File: config.mk
export PLATFORM = sky130hd
export DESIGN_NAME = addressed_command_frame_responder_core
export DESIGN_NICKNAME = d
export VERILOG_FILES = /design/src/rtl/acfr_pkg.sv /design/src/rtl/addressed_command_frame_responder_core.sv /design/src/rtl/acfr_front.sv /design/src/rtl/acfr_queue.sv /design/src/rtl/acfr_back.sv
export VERILOG_INCLUDE_DIRS = /design/src /design/src/rtl
export SDC_FILE = /design/constraint.sdc
export NUM_CORES = 1
export LEC_CHECK = 0
export ABC_CLOCK_PERIOD_IN_PS = 23000
export BUFFER_PORTS_ARGS = -buffer_cell sky130_fd_sc_hd__buf_2
export CAP_MARGIN = 10
export CORE_ASPECT_RATIO = 1.4
export CORE_MARGIN = 3
export CORE_UTILIZATION = 34
export DETAILED_ROUTE_END_ITERATION = 8
export GPL_ROUTABILITY_DRIVEN = 0
export SLEW_MARGIN = 30
export SYNTH_ARGS = -nofsm -noshare
export SYNTH_HDL_FRONTEND = slang
export SYNTH_SLANG_ARGS = --single-unit
File: constraint.sdc
create_clock -name clk -period 23 [get_ports clk]
set_input_delay 5.75 -clock clk [delete_from_list [all_inputs] [get_ports clk]]
set_output_delay 5.75 -clock clk [all_outputs]
set_load 0.02 [all_outputs]
File: src/rtl/addressed_command_frame_responder_core_assert.svh
// Assertion helpers shared by the RTL files.
`ifndef ADDRESSED_COMMAND_FRAME_RESPONDER_CORE_ASSERT_SVH
`define ADDRESSED_COMMAND_FRAME_RESPONDER_CORE_ASSERT_SVH

// Consequent must hold in the same cycle as the antecedent.
`define ACFR_ASSERT_IMPLY(label, clk, rst_n, ante, cons, msg) \
    label: assert property (@(posedge clk) disable iff (!rst_n) (ante) |-> (cons)) \
        else $error(msg);

// Consequent must hold in the cycle after the antecedent.
`define ACFR_ASSERT_NEXT(label, clk, rst_n, ante, cons, msg) \
    label: assert property (@(posedge clk) disable iff (!rst_n) (ante) |=> (cons)) \
        else $error(msg);

`endif

File: src/rtl/acfr_pkg.sv
package acfr_pkg;

    // operation codes carried in the slave-side tuser
    localparam logic [1:0] OP_RX_BYTE      = 2'd0;
    localparam logic [1:0] OP_ENV_UPDATE   = 2'd1;
    localparam logic [1:0] OP_MOTOR_UPDATE = 2'd2;

    // configuration register indexes
    localparam logic [1:0] CFG_OWN_ADDRESS    = 2'd0;
    localparam logic [1:0] CFG_REPLY_ID       = 2'd1;
    localparam logic [1:0] CFG_SPEED_VALUE    = 2'd2;
    localparam logic [1:0] CFG_SETPOINT_VALUE = 2'd3;

    localparam logic [7:0] PREAMBLE_0 = 8'hAA;
    localparam logic [7:0] PREAMBLE_1 = 8'h00;
    localparam logic [7:0] PREAMBLE_2 = 8'hFF;
    localparam logic [3:0] CMD_STATUS = 4'h0;

    localparam int         IDX_W      = 5;
    localparam logic [4:0] FRAME_LAST = 5'd19;

    localparam int S_TDATA_W = 120;
    localparam int S_TUSER_W = 2;
    localparam int CFG_IDX_W = 2;
    localparam int CFG_DAT_W = 8;

    typedef struct packed {
        logic [3:0] own_address;
        logic [7:0] reply_id;
        logic [7:0] speed_value;
        logic [7:0] setpoint_value;
    } cfg_t;

    localparam cfg_t CFG_RESET = '{
        own_address:    4'd10,
        reply_id:       8'd10,
        speed_value:    8'd80,
        setpoint_value: 8'd90
    };

    // sensor values captured when a status request is decoded
    typedef struct packed {
        logic [31:0] env_temp;
        logic [31:0] env_pressure;
        logic [31:0] env_humidity;
        logic [15:0] motor_temp;
    } snapshot_t;

    typedef struct packed {
        logic full;
        logic empty;
    } queue_status_t;

endpackage

File: src/rtl/addressed_command_frame_responder_core.sv
// Addressed command frame responder.
// Slave side: one request per cycle; tuser holds the operation (received byte,
// environment update, motor temperature update), tdata the payload fields.
// Received bytes are parsed for the preamble AA 00 FF, a target/command byte
// and a data byte; a status command to our address queues a 20-byte reply.
// Master side: reply bytes in tdata, tlast on the twentieth byte.
// Config channel: cfg_valid/cfg_ready with cfg_index and cfg_data, always ready;
// write only while the block is idle.
// When the data byte that triggers a reply is accepted, the reply goes into the
// queue and then its first byte into the output register, which drives the
// master side; the rest follow one per cycle while m_axis_tready is high.
// A reply is 20 bytes, produced by the byte serializer in the back end. Sensor
// values are captured at trigger time.
// Input throughput is one request per cycle; s_axis_tready drops only while
// QUEUE_DEPTH replies are pending, so a stalled receiver backs up the input.
// Reset clears the parser to hunting, stored readings to zero, the queue and
// the output valid flag, and loads the register defaults (address 10, reply id
// 10, speed 80, setpoint 90).
module addressed_command_frame_responder_core
#(
    parameter int QUEUE_DEPTH = 2
)
(
    input  logic                           clk,
    input  logic                           rst_n,
    input  logic                           s_axis_tvalid,
    output logic                           s_axis_tready,
    // rx_byte[7:0], env_temp[39:8], env_pressure[71:40], env_humidity[103:72],
    // motor_temp[119:104]
    input  logic [acfr_pkg::S_TDATA_W-1:0] s_axis_tdata,
    // operation[1:0]
    input  logic [acfr_pkg::S_TUSER_W-1:0] s_axis_tuser,
    output logic                           m_axis_tvalid,
    input  logic                           m_axis_tready,
    // tx_byte[7:0]
    output logic [7:0]                     m_axis_tdata,
    output logic                           m_axis_tlast,
    input  logic                           cfg_valid,
    output logic                           cfg_ready,
    input  logic [acfr_pkg::CFG_IDX_W-1:0] cfg_index,
    input  logic [acfr_pkg::CFG_DAT_W-1:0] cfg_data
);

    acfr_pkg::cfg_t          cfg_reg;
    acfr_pkg::queue_status_t q_status;
    acfr_pkg::snapshot_t     push_data;
    acfr_pkg::snapshot_t     head;
    logic                    push;
    logic                    pop;

    assign cfg_ready = 1'b1;

    // hold the register bank; a write takes effect at the handshake edge
    always_ff @(posedge clk or negedge rst_n)
    begin
        if (!rst_n)
        begin
            cfg_reg <= acfr_pkg::CFG_RESET;
        end
        else if (cfg_valid && cfg_ready)
        begin
            unique case (cfg_index)
                acfr_pkg::CFG_OWN_ADDRESS:    cfg_reg.own_address    <= cfg_data[3:0];
                acfr_pkg::CFG_REPLY_ID:       cfg_reg.reply_id       <= cfg_data;
                acfr_pkg::CFG_SPEED_VALUE:    cfg_reg.speed_value    <= cfg_data;
                acfr_pkg::CFG_SETPOINT_VALUE: cfg_reg.setpoint_value <= cfg_data;
                default:
                begin
                end
            endcase
        end
    end

    // parse requests, keep the latest readings, push a snapshot per reply
    acfr_front u_front
    (
        .clk         (clk),
        .rst_n       (rst_n),
        .item_valid  (s_axis_tvalid),
        .item_ready  (s_axis_tready),
        .operation   (s_axis_tuser),
        .item_data   (s_axis_tdata),
        .own_address (cfg_reg.own_address),
        .q_status    (q_status),
        .push        (push),
        .snapshot    (push_data)
    );

    // pending replies between parser and serializer
    acfr_queue #(
        .DEPTH (QUEUE_DEPTH)
    ) u_queue
    (
        .clk       (clk),
        .rst_n     (rst_n),
        .push      (push),
        .push_data (push_data),
        .pop       (pop),
        .head      (head),
        .status    (q_status)
    );

    // advance through the 20 reply bytes of the head entry
    acfr_back u_back
    (
        .clk      (clk),
        .rst_n    (rst_n),
        .head     (head),
        .q_status (q_status),
        .cfg      (cfg_reg),
        .pop      (pop),
        .tx_valid (m_axis_tvalid),
        .tx_ready (m_axis_tready),
        .tx_byte  (m_axis_tdata),
        .tx_last  (m_axis_tlast)
    );

endmodule

File: src/rtl/acfr_front.sv
module acfr_front
(
    input  logic                          clk,
    input  logic                          rst_n,
    input  logic                          item_valid,
    output logic                          item_ready,
    input  logic [1:0]                    operation,
    input  logic [acfr_pkg::S_TDATA_W-1:0] item_data,
    input  logic [3:0]                    own_address,
    input  acfr_pkg::queue_status_t       q_status,
    output logic                          push,
    output acfr_pkg::snapshot_t           snapshot
);

    typedef enum logic [2:0] {
        HUNT_AA  = 3'd0,
        HUNT_00  = 3'd1,
        HUNT_FF  = 3'd2,
        GET_CMD  = 3'd3,
        GET_DATA = 3'd4
    } phase_t;

    phase_t              phase_reg, phase_next;
    logic [3:0]          target_reg, target_next;
    logic [3:0]          command_reg, command_next;
    acfr_pkg::snapshot_t snap_reg, snap_next;
    logic                accept;
    logic [7:0]          rx_byte;

    assign item_ready = !q_status.full;
    assign accept     = item_valid && item_ready;
    assign rx_byte    = item_data[7:0];
    assign snapshot   = snap_reg;

    always_comb
    begin
        phase_next   = phase_reg;
        target_next  = target_reg;
        command_next = command_reg;
        snap_next    = snap_reg;
        push         = 1'b0;
        if (accept)
        begin
            unique case (operation)
                acfr_pkg::OP_RX_BYTE:
                begin
                    unique case (phase_reg)
                        HUNT_AA:
                        begin
                            if (rx_byte == acfr_pkg::PREAMBLE_0)
                            begin
                                phase_next = HUNT_00;
                            end
                        end
                        HUNT_00:
                        begin
                            phase_next = (rx_byte == acfr_pkg::PREAMBLE_1) ? HUNT_FF : HUNT_AA;
                        end
                        HUNT_FF:
                        begin
                            phase_next = (rx_byte == acfr_pkg::PREAMBLE_2) ? GET_CMD : HUNT_AA;
                        end
                        GET_CMD:
                        begin
                            command_next = rx_byte[3:0];
                            target_next  = rx_byte[7:4];
                            phase_next   = GET_DATA;
                        end
                        GET_DATA:
                        begin
                            // data byte value is ignored
                            phase_next = HUNT_AA;
                            push       = (target_reg == own_address) &&
                                         (command_reg == acfr_pkg::CMD_STATUS);
                        end
                        default:
                        begin
                            phase_next = HUNT_AA;
                        end
                    endcase
                end
                acfr_pkg::OP_ENV_UPDATE:
                begin
                    snap_next.env_temp     = item_data[39:8];
                    snap_next.env_pressure = item_data[71:40];
                    snap_next.env_humidity = item_data[103:72];
                end
                acfr_pkg::OP_MOTOR_UPDATE:
                begin
                    snap_next.motor_temp = item_data[119:104];
                end
                default:
                begin
                end
            endcase
        end
    end

    always_ff @(posedge clk or negedge rst_n)
    begin
        if (!rst_n)
        begin
            phase_reg   <= HUNT_AA;
            target_reg  <= 4'hF;
            command_reg <= 4'hF;
            snap_reg    <= '0;
        end
        else
        begin
            phase_reg   <= phase_next;
            target_reg  <= target_next;
            command_reg <= command_next;
            snap_reg    <= snap_next;
        end
    end

endmodule

File: src/rtl/acfr_queue.sv
`include "addressed_command_frame_responder_core_assert.svh"

module acfr_queue
#(
    parameter int DEPTH = 2
)
(
    input  logic                    clk,
    input  logic                    rst_n,
    input  logic                    push,
    input  acfr_pkg::snapshot_t     push_data,
    input  logic                    pop,
    output acfr_pkg::snapshot_t     head,
    output acfr_pkg::queue_status_t status
);

    localparam int PW = $clog2(DEPTH);
    localparam int CW = $clog2(DEPTH + 1);

    acfr_pkg::snapshot_t entries [DEPTH];
    logic [PW-1:0]       wr_ptr_reg, wr_ptr_next;
    logic [PW-1:0]       rd_ptr_reg, rd_ptr_next;
    logic [CW-1:0]       count_reg, count_next;

    assign head         = entries[rd_ptr_reg];
    assign status.full  = (count_reg == CW'(DEPTH));
    assign status.empty = (count_reg == '0);

    always_comb
    begin
        wr_ptr_next = wr_ptr_reg;
        rd_ptr_next = rd_ptr_reg;
        count_next  = count_reg;
        if (push)
        begin
            wr_ptr_next = (wr_ptr_reg == PW'(DEPTH - 1)) ? '0 : wr_ptr_reg + 1'b1;
        end
        if (pop)
        begin
            rd_ptr_next = (rd_ptr_reg == PW'(DEPTH - 1)) ? '0 : rd_ptr_reg + 1'b1;
        end
        if (push && !pop)
        begin
            count_next = count_reg + 1'b1;
        end
        else if (pop && !push)
        begin
            count_next = count_reg - 1'b1;
        end
    end

    always_ff @(posedge clk)
    begin
        if (push)
        begin
            entries[wr_ptr_reg] <= push_data;
        end
    end

    always_ff @(posedge clk or negedge rst_n)
    begin
        if (!rst_n)
        begin
            wr_ptr_reg <= '0;
            rd_ptr_reg <= '0;
            count_reg  <= '0;
        end
        else
        begin
            wr_ptr_reg <= wr_ptr_next;
            rd_ptr_reg <= rd_ptr_next;
            count_reg  <= count_next;
        end
    end

    `ACFR_ASSERT_IMPLY(a_no_push_full, clk, rst_n, push, !status.full, "push into full queue")
    `ACFR_ASSERT_IMPLY(a_no_pop_empty, clk, rst_n, pop, !status.empty, "pop from empty queue")
    `ACFR_ASSERT_NEXT(a_count_up, clk, rst_n, push && !pop, count_reg == $past(count_reg) + 1'b1, "count did not advance on push")

endmodule

File: src/rtl/acfr_back.sv
`include "addressed_command_frame_responder_core_assert.svh"

module acfr_back
(
    input  logic                    clk,
    input  logic                    rst_n,
    input  acfr_pkg::snapshot_t     head,
    input  acfr_pkg::queue_status_t q_status,
    input  acfr_pkg::cfg_t          cfg,
    output logic                    pop,
    output logic                    tx_valid,
    input  logic                    tx_ready,
    output logic [7:0]              tx_byte,
    output logic                    tx_last
);

    logic [acfr_pkg::IDX_W-1:0] idx_reg, idx_next;
    logic                       valid_reg, valid_next;
    logic [7:0]                 byte_reg, byte_next;
    logic                       last_reg, last_next;
    logic                       load;

    function automatic logic [7:0] frame_byte(
        input logic [acfr_pkg::IDX_W-1:0] idx,
        input acfr_pkg::snapshot_t        s,
        input acfr_pkg::cfg_t             c
    );
        logic [7:0] b;
        case (idx)
            5'd0:    b = acfr_pkg::PREAMBLE_0;
            5'd1:    b = acfr_pkg::PREAMBLE_1;
            5'd2:    b = acfr_pkg::PREAMBLE_2;
            5'd3:    b = c.reply_id;
            5'd4:    b = s.env_temp[7:0];
            5'd5:    b = s.env_temp[15:8];
            5'd6:    b = s.env_temp[23:16];
            5'd7:    b = s.env_temp[31:24];
            5'd8:    b = s.env_pressure[7:0];
            5'd9:    b = s.env_pressure[15:8];
            5'd10:   b = s.env_pressure[23:16];
            5'd11:   b = s.env_pressure[31:24];
            5'd12:   b = s.env_humidity[7:0];
            5'd13:   b = s.env_humidity[15:8];
            5'd14:   b = s.env_humidity[23:16];
            5'd15:   b = s.env_humidity[31:24];
            5'd16:   b = s.motor_temp[7:0];
            5'd17:   b = s.motor_temp[15:8];
            5'd18:   b = c.speed_value;
            5'd19:   b = c.setpoint_value;
            default: b = 8'h00;
        endcase
        return b;
    endfunction

    // refill the output register from a non-empty queue whenever it is empty or being taken
    assign load = !q_status.empty && (!valid_reg || tx_ready);
    assign pop  = load && (idx_reg == acfr_pkg::FRAME_LAST);

    assign tx_valid = valid_reg;
    assign tx_byte  = byte_reg;
    assign tx_last  = last_reg;

    always_comb
    begin
        idx_next   = idx_reg;
        valid_next = valid_reg;
        byte_next  = byte_reg;
        last_next  = last_reg;
        if (load)
        begin
            valid_next = 1'b1;
            byte_next  = frame_byte(idx_reg, head, cfg);
            last_next  = (idx_reg == acfr_pkg::FRAME_LAST);
            idx_next   = (idx_reg == acfr_pkg::FRAME_LAST) ? '0 : idx_reg + 1'b1;
        end
        else if (tx_ready)
        begin
            valid_next = 1'b0;
        end
    end

    always_ff @(posedge clk or negedge rst_n)
    begin
        if (!rst_n)
        begin
            idx_reg   <= '0;
            valid_reg <= 1'b0;
        end
        else
        begin
            idx_reg   <= idx_next;
            valid_reg <= valid_next;
        end
    end

    always_ff @(posedge clk)
    begin
        byte_reg <= byte_next;
        last_reg <= last_next;
    end

    `ACFR_ASSERT_IMPLY(a_last_wraps, clk, rst_n, valid_reg && last_reg, idx_reg == '0, "frame index not wrapped after last byte")

endmodule
[Yosys cells after proc, flatten, opt, wreduce, memory -nomap -nowiden]
Memories as Yosys holds them, arrays and structs flattened.
Cells that the tools add are included.
Cells by class
  $add $sub $neg: 5
  equality and inequality tests: 32
  muxes and demuxes: 17
  reduce and logical (&&, ||, !) cells: 29
Operators by type and width (count)
  $pmux 8 s19: 1
  $eq 5x4->1 const B: 8
  $eq 5x3->1 const B: 4
  $eq 5x5->1 const B: 4
  $eq 8x8->1 const B: 2
  $pmux 3 s4: 1
  $reduce_and 2->1: 6
  $eq 5x2->1 const B: 2
  $mux 1: 9
  $eq 2x2->1 const B: 4
  $logic_not 8->1: 1
  $mux 2: 4
  $eq 3x2->1 const B: 2
  $logic_and 1x1->1: 6
  $logic_not 2->1: 3
  $reduce_and 3->1: 2
  $add 5x1->5 const B: 1
  $logic_not 1->1: 5
  $logic_not 5->1: 1
  $mux 5: 1
  $eq 2x1->1 const B: 2
  $eq 4x4->1: 1
  $logic_not 4->1: 1
  $reduce_bool 2->1: 2
  9 further kinds: 10
Storage, ports and cells
  flip-flop bits (word level): 170
  memory bits (writable): 224
  word-level logic and storage cells: 102
  memories kept: 1
Memory list
  u_queue.entries: depth 2, bits a word 112, read ports 1, clocked after memory_dff 0, wr ports 1, RTL line acfr_queue.sv:20  | acfr_pkg::snapshot_t entries [DEPTH];

[Longest topological paths before layout]
Gate-level depths: netlist of the first run.
  word-level depth: 9
  mapped depth: 8

[By module]
From an unflattened synthesis of the first run, not the netlist that was laid out.
Unflattened totals
  cell total of the unflattened synthesis: 938
  area total of the unflattened synthesis: 16384.5 um^2
Modules (own cells, without submodules)
  acfr_queue: instances 1, cells each 365, area an instance 8562.0 um^2
  acfr_front: instances 1, cells each 287, area an instance 4719.5 um^2
  acfr_back: instances 1, cells each 224, area an instance 2011.9 um^2
  addressed_command_frame_responder_core: instances 1, cells each 62, area an instance 1091.0 um^2

[Worst setup path before layout of the first run]
No wires, ideal clock.
  path kind: input to register
  from: in s_axis_tuser[0] in the netlist's numbering
  to: mem u_queue.entries[0][0] in the netlist's numbering, enable pin
  setup time: 0.858 ns
  arrival time: 16.978 ns
  required time: 22.142 ns
  slack: 5.163 ns
  stages: 2
  buffers on the path: 0
  cell sequence: or4b_4 nor4_1
On the way
  word-level cells in the longest chain between the ends: 5
Ends and longest elaborated chain
  start, declared: RTL line addressed_command_frame_responder_core.sv:32  | input logic [acfr_pkg::S_TUSER_W-1:0] s_axis_tuser,
  $logic_not 2->1: RTL line acfr_front.sv:44  | unique case (operation)
  $mux 1: RTL line acfr_front.sv:44
  $mux 1: RTL line acfr_front.sv:42  | if (accept)
  $mux 1: RTL line acfr_queue.sv:54  | if (push)
  $mux 1 (not written as such): RTL line acfr_queue.sv:56  | entries[wr_ptr_reg] <= push_data;
  end, declared: RTL line acfr_queue.sv:20
Every way passes these cells.

[Worst setup path in the final report of the first run]
  from: in s_axis_tuser[0] in the netlist's numbering
  to: mem u_queue.entries[1][97] in the netlist's numbering, enable pin
On the way
  word-level cells in the longest chain between the ends: 5
Ends and longest elaborated chain
  $logic_not 2->1: RTL line acfr_front.sv:44
  $mux 1: RTL line acfr_front.sv:44
  $mux 1: RTL line acfr_front.sv:42
  via push: RTL line addressed_command_frame_responder_core.sv:48  | logic push;
  $mux 1: RTL line acfr_queue.sv:54
  $mux 1 (not written as such): RTL line acfr_queue.sv:56
The timed path passes the listed nets, and every way through them passes these cells.

==> results by group, run 1 <==
Outcome
  • Outcome: finished clean

Flow run
  • Total of max-cap violations: 0

Worst setup path
  • Crit Path Class: in2reg
  • Startpoint Class: primary input
  • Crit path from: s_axis_tuser[0]
  • CP Data Arrival Time: 8.40 ns
  • RR Startpoint: u_queue.count_reg[1]
  • Req. time, crit path: 23.14 ns
  • Worst-path fanout max: 68
  • Crit end category: register

Clock network
  • TritonCTS Buffers: 38
  • Clock-pin slew on the worst setup and hold paths: 0.06 ns
  • Clock Root Buffer: clkbuf_16
  • Worst-skew pair later-pin latency: around 0.53 ns
  • Post-cts sizing count: 0
  • Count of hold-fix buffers inserted at cts: 0
  • H-tree depth: 2
  • Clk buf depth: 3
  • TritonCTS clock tree: yes
  • Post-CTS Setup Inserts: 0
  • Clock sinks: 394

STA
  • Least-Margin Pin Slew: 0.948 ns
  • Worst Skew: 0.0128 ns
  • Setup violators final: 0
  • Fin crit period: 8.25 ns
  • Fmax: 121 MHz
  • Pins Over Slew Limit: 0
  • Setup TNS: 0 ns
  • Final hold vios: 0
  • RSZ-0062 raised after global routing: no
  • Slew margin rel.: 0.368
  • Fin crit share: 0.359

Route
  • Wire length on met3: 1570 µm
  • Met1 wire length: approximately 14000 µm
  • Top sig layer: met4
  • DRT antenna net count: 0
  • Routed wl met2: 18200 µm
  • Routed WL per cell: approximately 21 µm
  • Drt initial violations: 392
  • 1st-pass router iterations: 5
  • Detailed Route WL: 34900 µm
  • DRC Markers: 0
  • Via/cell ratio: 4.98
  • Vias: 8190

Die
  • IO Pins: between 100 and 150
  • Width of the die: 186 µm
  • Row count: 91
  • Initial Utilization: 0.347
  • Die area: 48000 µm²
  • Core region area: 44400 µm²
  • Die Ht: 258 µm

Logic synthesis
  • Unique masters post-synth: 47
  • Main synth FF type: edfxtp_1
  • Mapped Nets: between 1000 and 1500
  • FF+latch count, synth: around 390
  • Syn. warnings: 0
  • Mapped Area: 15400 µm²
  • Top area cells in the synthesized netlist: edfxtp_1 45%, dfrtp_1 23%, mux2_2 11%, mux2i_1 7.4%, dfstp_2 3.1%
  • Post-synth EDFFs: 233
  • Post-synthesis cell count: 901
  • Post-synthesis sequential area ratio: 0.716
  • Yosys top cell by area: edfxtp_1
  • FFs w/ async S/R, synth: 0.409
  • Mean Syn Cell Area: 17.1 µm²
  • Post-synth top area share: 0.454

Placement
  • Detailed Place HPWL: between 20000 and 25000 µm
  • Port bufs: 147

Power
  • Leak pwr: 0.00670 µW
  • Total power draw: roughly 2000 µW
  • Pwr per Cell Area: 111 nW/µm²
  • Maximum VDD drop: roughly 0.046 mV

Cells and area
  • Share of layout cells above drive strength 1: 0.364
  • Commonest non-fill, non-tap cells in the layout: 233 x edfxtp_1, 152 x mux2_2, 146 x buf_2, 142 x dfrtp_1, 114 x mux2i_1
  • Largest register FFs: 224
  • Final net count: 1201
  • Most common cell after layout, fill and taps aside: edfxtp_1
  • Antenna cells: 0
  • Fill cell count: 4053
  • Area grow syn2layout: 17.1%

Hold path
  • Hold Path Origin: u_front.snapshot[99]
  • Worst min path class: reg2reg

Global route
  • Largest net degree at the start of global routing: 92
  • Overall Global Routing Usage: 0.145
  • Grt ovf: 0
  • First-pass GRT wire length: 52600 µm
  • Initial antenna violation count: 0
  • Vias in the first global route: about 8800
-- Yosys cell counts (all sizes together) (2+ instances only) --
cell	count
a2111oi	3
a211oi	3
a21oi	6
and4bb	2
buf	30
clkbuf	13
dfrtp	143
dfstp	18
edfxtp	233
ha	6
inv	8
mux2	152
mux2i	114
nand2	4
nand2b	3
nand3	6
nand3b	4
nand4	7
nand4b	4
nand4bb	10
nor2	29
nor2b	2
nor3	4
nor3b	2
nor4	10
o21ai	7
o22ai	44
o2bb2ai	7
or4	2
or4b	3
xnor2	7
xor2	3
-- kinds of logic (layout without fill, tap and decap cells) --
logic type / Yosys count / in the layout / share of synthesized area
DFF: 394 / 394 / 0.716
muxes: 266 / 266 / 0.185
and+or+nand+nor: 99 / 99 / 0.0412
AOI/OAI and AO/OA: 74 / 74 / 0.0315
buffers and inverters: 51 / 237 / 0.0151
xor gates and xnor gates: 10 / 10 / 0.00568
adders and majority gates: 6 / 6 / 0.00487
other: 1 / 1 / 0.000243
-- worst paths after layout --
kind | endpoint | slack [ns] | depth (start not counted)
setup / recovery | u_queue.entries[1][97] | 14.75 | 5
hold / removal | u_queue.entries[0][99] | 0.47 | 0
setup reg to reg | u_queue.entries[1][97] | 19.55 | 5
hold reg to reg | u_queue.entries[0][99] | 0.47 | 0
max in group asynchronous | u_queue.rd_ptr_reg | 16.79 | 2
min in group asynchronous | u_front.snapshot[13] | 5.14 | 1
-- per-layer routing --
layer	vias to the layer above	global-route usage
met2	197	0.255
li1	3782	-
met5	-	0
met4	0	0.0623
met3	65	0.0273
met1	4146	0.173
-- worst max-delay path, cell delays in order --
cell and delay (ns):
buf_2 0.11, or4b_4 0.58, nor3_1 0.42, and2_4 0.63
buf_4 0.81
-- through the flow --
stage / hold WS, ns / util / std cells / area (µm²) / setup slack (ns)
after CTS: 0.467 / 0.406 / 1644 / 18000 / 14.71
after detailed placement: 0.452 / 0.378 / 1575 / 16800 / 14.15
after floorplan: 0.437 / - / 901 / 15400 / 5.16
after global routing: 0.480 / 0.407 / 1645 / 18100 / 14.63
final: 0.466 / 0.407 / 1645 / 18100 / 14.75
after global placement: 0.449 / 0.377 / 1574 / 16800 / 14.25
-- area by class of cell --
class	instances	area, µm²	area share
multi-input cells	456	4160	0.230
repair buffers	160	875	0.0484
inverters	8	30.0	0.00166
well taps	558	698	0.0387
clock inverters	10	65.1	0.00360
flip-flops and latches	394	11100	0.612
clock buffers	59	1170	0.0650
-- power by group --
part,internal (µW),switching (µW)
logic,179,187
clock network,353,257
registers,912,109
No activity file was read; power rests on OpenSTA's default activity.
==> inputs of run 2 (changes only) <==
- ABC_CLOCK_PERIOD_IN_PS: 23000 -> 7200
- clock period: 23 -> 7.2 ns (I/O delays scaled with it)
==> run 2 against run 1 <==
Die area did not move. Setup slack lost 11 ns. Routed wire length is 0.62% higher. Design area decreased by 0.26%. Sequential cell count stayed put. Clock-buffer cell count shrank 2. Via count decreased by 0.53%. Non-clock buffer count up 1. Power rose to 3.2 times the previous value. Critical path type unchanged.
==> results by group, run 2 (synthesis gave the netlist of run 1 again) <==
Global route
  • Largest net degree at the start of global routing: 95
  • Met1 GRT Util: 0.181
  • GRT met3 Usage: 0.0218
  • GR Util met2: 0.257
  • Most Used Layer, Global Route: met2
  • Grt ovf: 0
  • First-pass GRT wire length: 52500 µm
  • Vias in the first global route: 8611
  • Initial antenna violation count: 1
  • Overall Global Routing Usage: 0.145

Cells and area
  • Final Instance Count excl. Fillers: 1647
  • Largest register FFs: about 220
  • Fin util: 0.405
  • Share of layout cells above drive strength 1: 0.362
  • Area grow syn2layout: 16.8%
  • Most common cell after layout, fill and taps aside: edfxtp_1
  • Design area: 18000 µm²
  • Final net count: approximately 1200
  • Antenna cells: 0
  • Commonest non-fill, non-tap cells in the layout: 233 x edfxtp_1, 152 x mux2_2, 146 x buf_2, 142 x dfrtp_1, 114 x mux2i_1

Die
  • IO Pins: 149
  • Core region area: 44400 µm²
  • Initial Utilization: 0.347
  • Die area: 48000 µm²
  • Row count: 91
  • Die Ht: roughly 260 µm
  • Width of the die: 186 µm

Route
  • Routed WL per cell: 21.3 µm
  • 1st-pass router iterations: 4
  • Via/cell ratio: 4.95
  • Detailed Route WL: 35100 µm
  • Drt initial violations: 577
  • DRT antenna net count: 0
  • DRC Markers: 0
  • Vias: between 8000 and 9000

Placement
  • Placement Cell Area: 16800 µm²
  • Detailed Place HPWL: 24200 µm
  • Placed Cells: 1576
  • Port bufs: roughly 150

Power
  • Leak pwr: 0.00669 µW
  • Pwr per Cell Area: 353 nW/µm²
  • Maximum VDD drop: 0.145 mV
  • Total power draw: around 6400 µW

STA
  • Setup violators final: 0
  • Pins Over Slew Limit: 0
  • Final hold vios: 0
  • Slew margin rel.: 0.383
  • Fmax: 257 MHz
  • Fin crit period: approximately 3.9 ns
  • Fin crit share: 0.540
  • Least-Margin Pin Slew: 0.926 ns
  • RSZ-0062 raised after global routing: no
  • Worst Skew: between 0.02 and 0.025 ns
  • Setup TNS: 0 ns

Worst setup path
  • R2R cell count: 5
  • Worst path depth: 6
  • CP top delay family: simple AND/OR/NAND/NOR gates
  • Startpoint Class: primary input
  • Worst path slowest cell: or4b_4
  • Crit path from: s_axis_tuser[0]
  • Worst-path fanout max: 36
  • Crit Path Class: in2reg
  • RR Startpoint: u_queue.rd_ptr_reg
  • Crit end category: register
  • Buf/Inv on CP: 3
  • CP Data Arrival Time: 4.09 ns
  • Req. time, crit path: 7.40 ns
  • CP Cell Sequence: buf_2 > or4b_4 > nor3_1 > and2_4 > buf_12 > buf_4
  • Max incr delay on CP: 0.57 ns

Clock network
  • Clk buf depth: 3
  • Clock-pin slew on the worst setup and hold paths: approximately 0.06 ns
  • TritonCTS clock tree: yes
  • TritonCTS Buffers: 38
  • H-tree depth: 2
  • Count of hold-fix buffers inserted at cts: 0
  • Clock sinks: a little under 400
  • Post-CTS Setup Inserts: 0
  • Clock Root Buffer: clkbuf_16
  • Worst-skew pair later-pin latency: 0.54 ns
  • Post-cts sizing count: 0

Outcome
  • Outcome: finished clean

Hold path
  • Hold-critical path depth: 0
  • Hold Path Origin: u_front.snapshot[57]
  • Worst min path class: reg2reg

Flow run
  • Total of max-cap violations: 0
==> run 2: power by group <==
group / switching (µW) / internal [µW]
Sequential: 400 / 2910
Clock: 832 / 1090
Combinational: 561 / 568
Total: 1790 / 4570
==> run 2: per-stage QoR <==
step / hold slack, ns / setup slack, ns
after floorplan: 0.437 / 0.731
after global placement: 0.448 / 2.64
after detailed placement: 0.455 / 2.56
after CTS: 0.463 / 3.13
after global routing: 0.486 / 3.17
final: 0.461 / 3.31
==> run 2: worst paths after layout <==
kind	endpoint	slack, ns
setup / recovery	u_queue.entries[1][69]	3.31
hold / removal	u_queue.entries[0][57]	0.46
setup reg to reg	u_back.tx_byte[7]	3.79
hold reg to reg	u_queue.entries[0][57]	0.46
max in group asynchronous	u_front.snapshot[106]	4.83
min in group asynchronous	u_front.snapshot[43]	1.31
==> run 2: metal layers <==
layer  wire length [µm]  vias up
met5                 13        -
met4                980        2
met3               1310       56
met2              18400      180
met1              14300     4117
li1                   -     3792
==> run 2: final cells by class <==
| type | count | area (µm²) |
|---|---|---|
| Timing Repair Buffer | 161 | 870 |
| Fill cell | 4078 | 26400 |
| Clock buffer | 57 | 1080 |
| Inverter | 8 | 30.0 |
| Multi-Input combinational cell | 456 | 4160 |
| Tap cell | 558 | 698 |
| Sequential cell | 394 | 11100 |
| Clock inverter | 13 | 111 |
==> inputs of run 3 (changes only) <==
- ABC_CLOCK_PERIOD_IN_PS: 7200 -> 3350
- clock period: 7.2 -> 3.35 ns (I/O delays scaled with it)
==> run 3 against run 2 <==
Clock power up 130%. Critical path depth unchanged. Clock-buffer cell count down 9. Sequential power up 110%. Largest cell class unchanged. Routed wire length down 0.17%. Largest power group unchanged. Non-clock buffer count up 18. Hold slack worse by 0.28 ns.
==> results by group, run 3 (synthesis gave the netlist of run 1 again) <==
Cells and area
  • Commonest non-fill, non-tap cells in the layout: 233 x edfxtp_1, 152 x mux2_2, 146 x buf_2, 142 x dfrtp_1, 114 x mux2i_1
  • Final Instance Count excl. Fillers: 1665
  • Antenna cells: 0
  • Area grow syn2layout: 19.0%
  • Share of layout cells above drive strength 1: 0.375
  • Final net count: approximately 1200
  • Largest register FFs: 224
  • Most common cell after layout, fill and taps aside: edfxtp_1

Die
  • Initial Utilization: 0.347
  • Die Ht: ~260 µm
  • Die area: approximately 48000 µm²
  • Core region area: 44400 µm²
  • Width of the die: 186 µm
  • Row count: 91
  • IO Pins: between 100 and 150

Power
  • Maximum VDD drop: 0.375 mV
  • Logic pwr share: 0.185
  • Internal cell power: approximately 10000 µW
  • Net switching power: ~3900 µW
  • Leak pwr: 0.00684 µW
  • Reg power frac: 0.500
  • Sw Ratio: 0.277
  • Pwr per Cell Area: 768 nW/µm²
  • Clock share of power: 0.314

Global route
  • Largest net degree at the start of global routing: 80
  • Grt ovf: 0
  • Initial antenna violation count: 0
  • Vias in the first global route: 8632
  • First-pass GRT wire length: roughly 52000 µm
  • Overall Global Routing Usage: 0.145

Clock network
  • Clk buf depth: 3
  • Clock sinks: between 300 and 400
  • Post-CTS Setup Inserts: 0
  • Count of hold-fix buffers inserted at cts: 0
  • Clock-pin slew on the worst setup and hold paths: approximately 0.07 ns
  • TritonCTS Buffers: 38
  • H-tree depth: 2
  • Post-cts sizing count: 0
  • Clock Root Buffer: clkbuf_16
  • TritonCTS clock tree: yes
  • Worst-skew pair later-pin latency: 0.54 ns

Worst setup path
  • Crit end category: register
  • Req. time, crit path: 3.62 ns
  • CP Data Arrival Time: 2.81 ns
  • Startpoint Class: register
  • RR Startpoint: u_queue.rd_ptr_reg
  • Crit path from: u_queue.rd_ptr_reg
  • Worst-path fanout max: 21
  • Crit Path Class: reg2reg

STA
  • Least-Margin Pin Slew: between 0.8 and 0.9 ns
  • RSZ-0062 raised after global routing: no
  • Hold slack final: 0.186 ns
  • Final hold vios: 0
  • Slew margin rel.: 0.454
  • Setup violators final: 0
  • Worst Skew: 0.0163 ns
  • Final worst slack: 0.811 ns
  • Fin crit share: 0.758
  • Fin crit period: 2.54 ns
  • Pins Over Slew Limit: 0
  • Setup TNS: 0 ns
  • Fmax: roughly 390 MHz

Placement
  • Detailed Place HPWL: 24900 µm
  • DP Worst Slack: 0.467 ns
  • Port bufs: 147
  • Placed Cells: 1595

Route
  • Detailed Route WL: ~35000 µm
  • Drt initial violations: around 530
  • DRT antenna net count: 0
  • Via/cell ratio: slightly below 5
  • 1st-pass router iterations: 5
  • DRC Markers: 0
  • Routed WL per cell: 21.0 µm
  • Vias: 8276

Flow run
  • Total of max-cap violations: 0

Hold path
  • Worst min path class: in2async

Outcome
  • Outcome: finished clean
[run 3: cell types whose count changed in the layout (fill, tap and decap cells not counted), moves of 2 or more]
cell,before,now
clkbuf_8,5,0
clkinv_1,1,3
buf_12,1,11
bufinv_16,1,6
buf_4,11,21
clkinvlp_4,0,2
clkbuf_1,14,9
[run 3: metrics by stage]
stage / power, µW / utilization / area, µm²
2_1_floorplan: 8600 / - / 15400
3_3_place_gp: 9700 / 0.384 / 17100
3_5_place_dp: 9800 / 0.384 / 17100
4_1_cts: 14300 / 0.413 / 18400
5_1_grt: 14700 / 0.413 / 18400
6_report: 14100 / 0.413 / 18400
[run 3: layer usage]
| layer | part of all wire | wire, µm | up-vias | global-route usage |
|---|---|---|---|---|
| met5 | 0 | 0 | - | 0 |
| met4 | 0.020 | 691 | 0 | 0.0404 |
| met3 | 0.039 | 1380 | 46 | 0.0224 |
| met2 | 0.53 | 18700 | 193 | 0.264 |
| met1 | 0.41 | 14200 | 4213 | 0.178 |
| li1 | - | - | 3824 | - |
[run 3: cell type report]
class	count	area, µm²
clock buffers	48	1010
clock inverters	22	280
fillers	3992	26100
inverters	8	30.0
multi-input cells	456	4160
flip-flops and latches	394	11100
well taps	558	698
repair buffers	179	1120
[run 3: final timing paths]
path                                           to  slack, ns  cells past startpoint
min                          u_front.snapshot[52]       0.19                      1
max reg2reg                     u_back.tx_byte[4]       0.81                      6
max                             u_back.tx_byte[4]       0.81                      6
min reg2reg                u_queue.entries[1][81]       0.47                      0
min in group clk           u_queue.entries[1][81]       0.47                      0
max in group asynchronous    u_front.snapshot[97]       2.19                      2
[run 3: critical path, cell delays in order (launching register included)]
cell and delay (ns):
dfrtp_4 0.69, buf_12 0.23, buf_12 0.21, mux2i_1 0.34
nor2_1 0.07, nor4_1 0.52, nand4_1 0.16
[run 3: power groups by stage]
| stage | registers [µW] | logic (µW) | clock network (µW) |
|---|---|---|---|
| finish | 7060 | 2610 | 4430 |
| global route | 7170 | 2820 | 4730 |
| CTS | 7080 | 2640 | 4540 |
| detailed placement | 7170 | 2630 | 0 |
| global placement | 7120 | 2580 | 0 |
| floorplan | 6750 | 1840 | 0 |
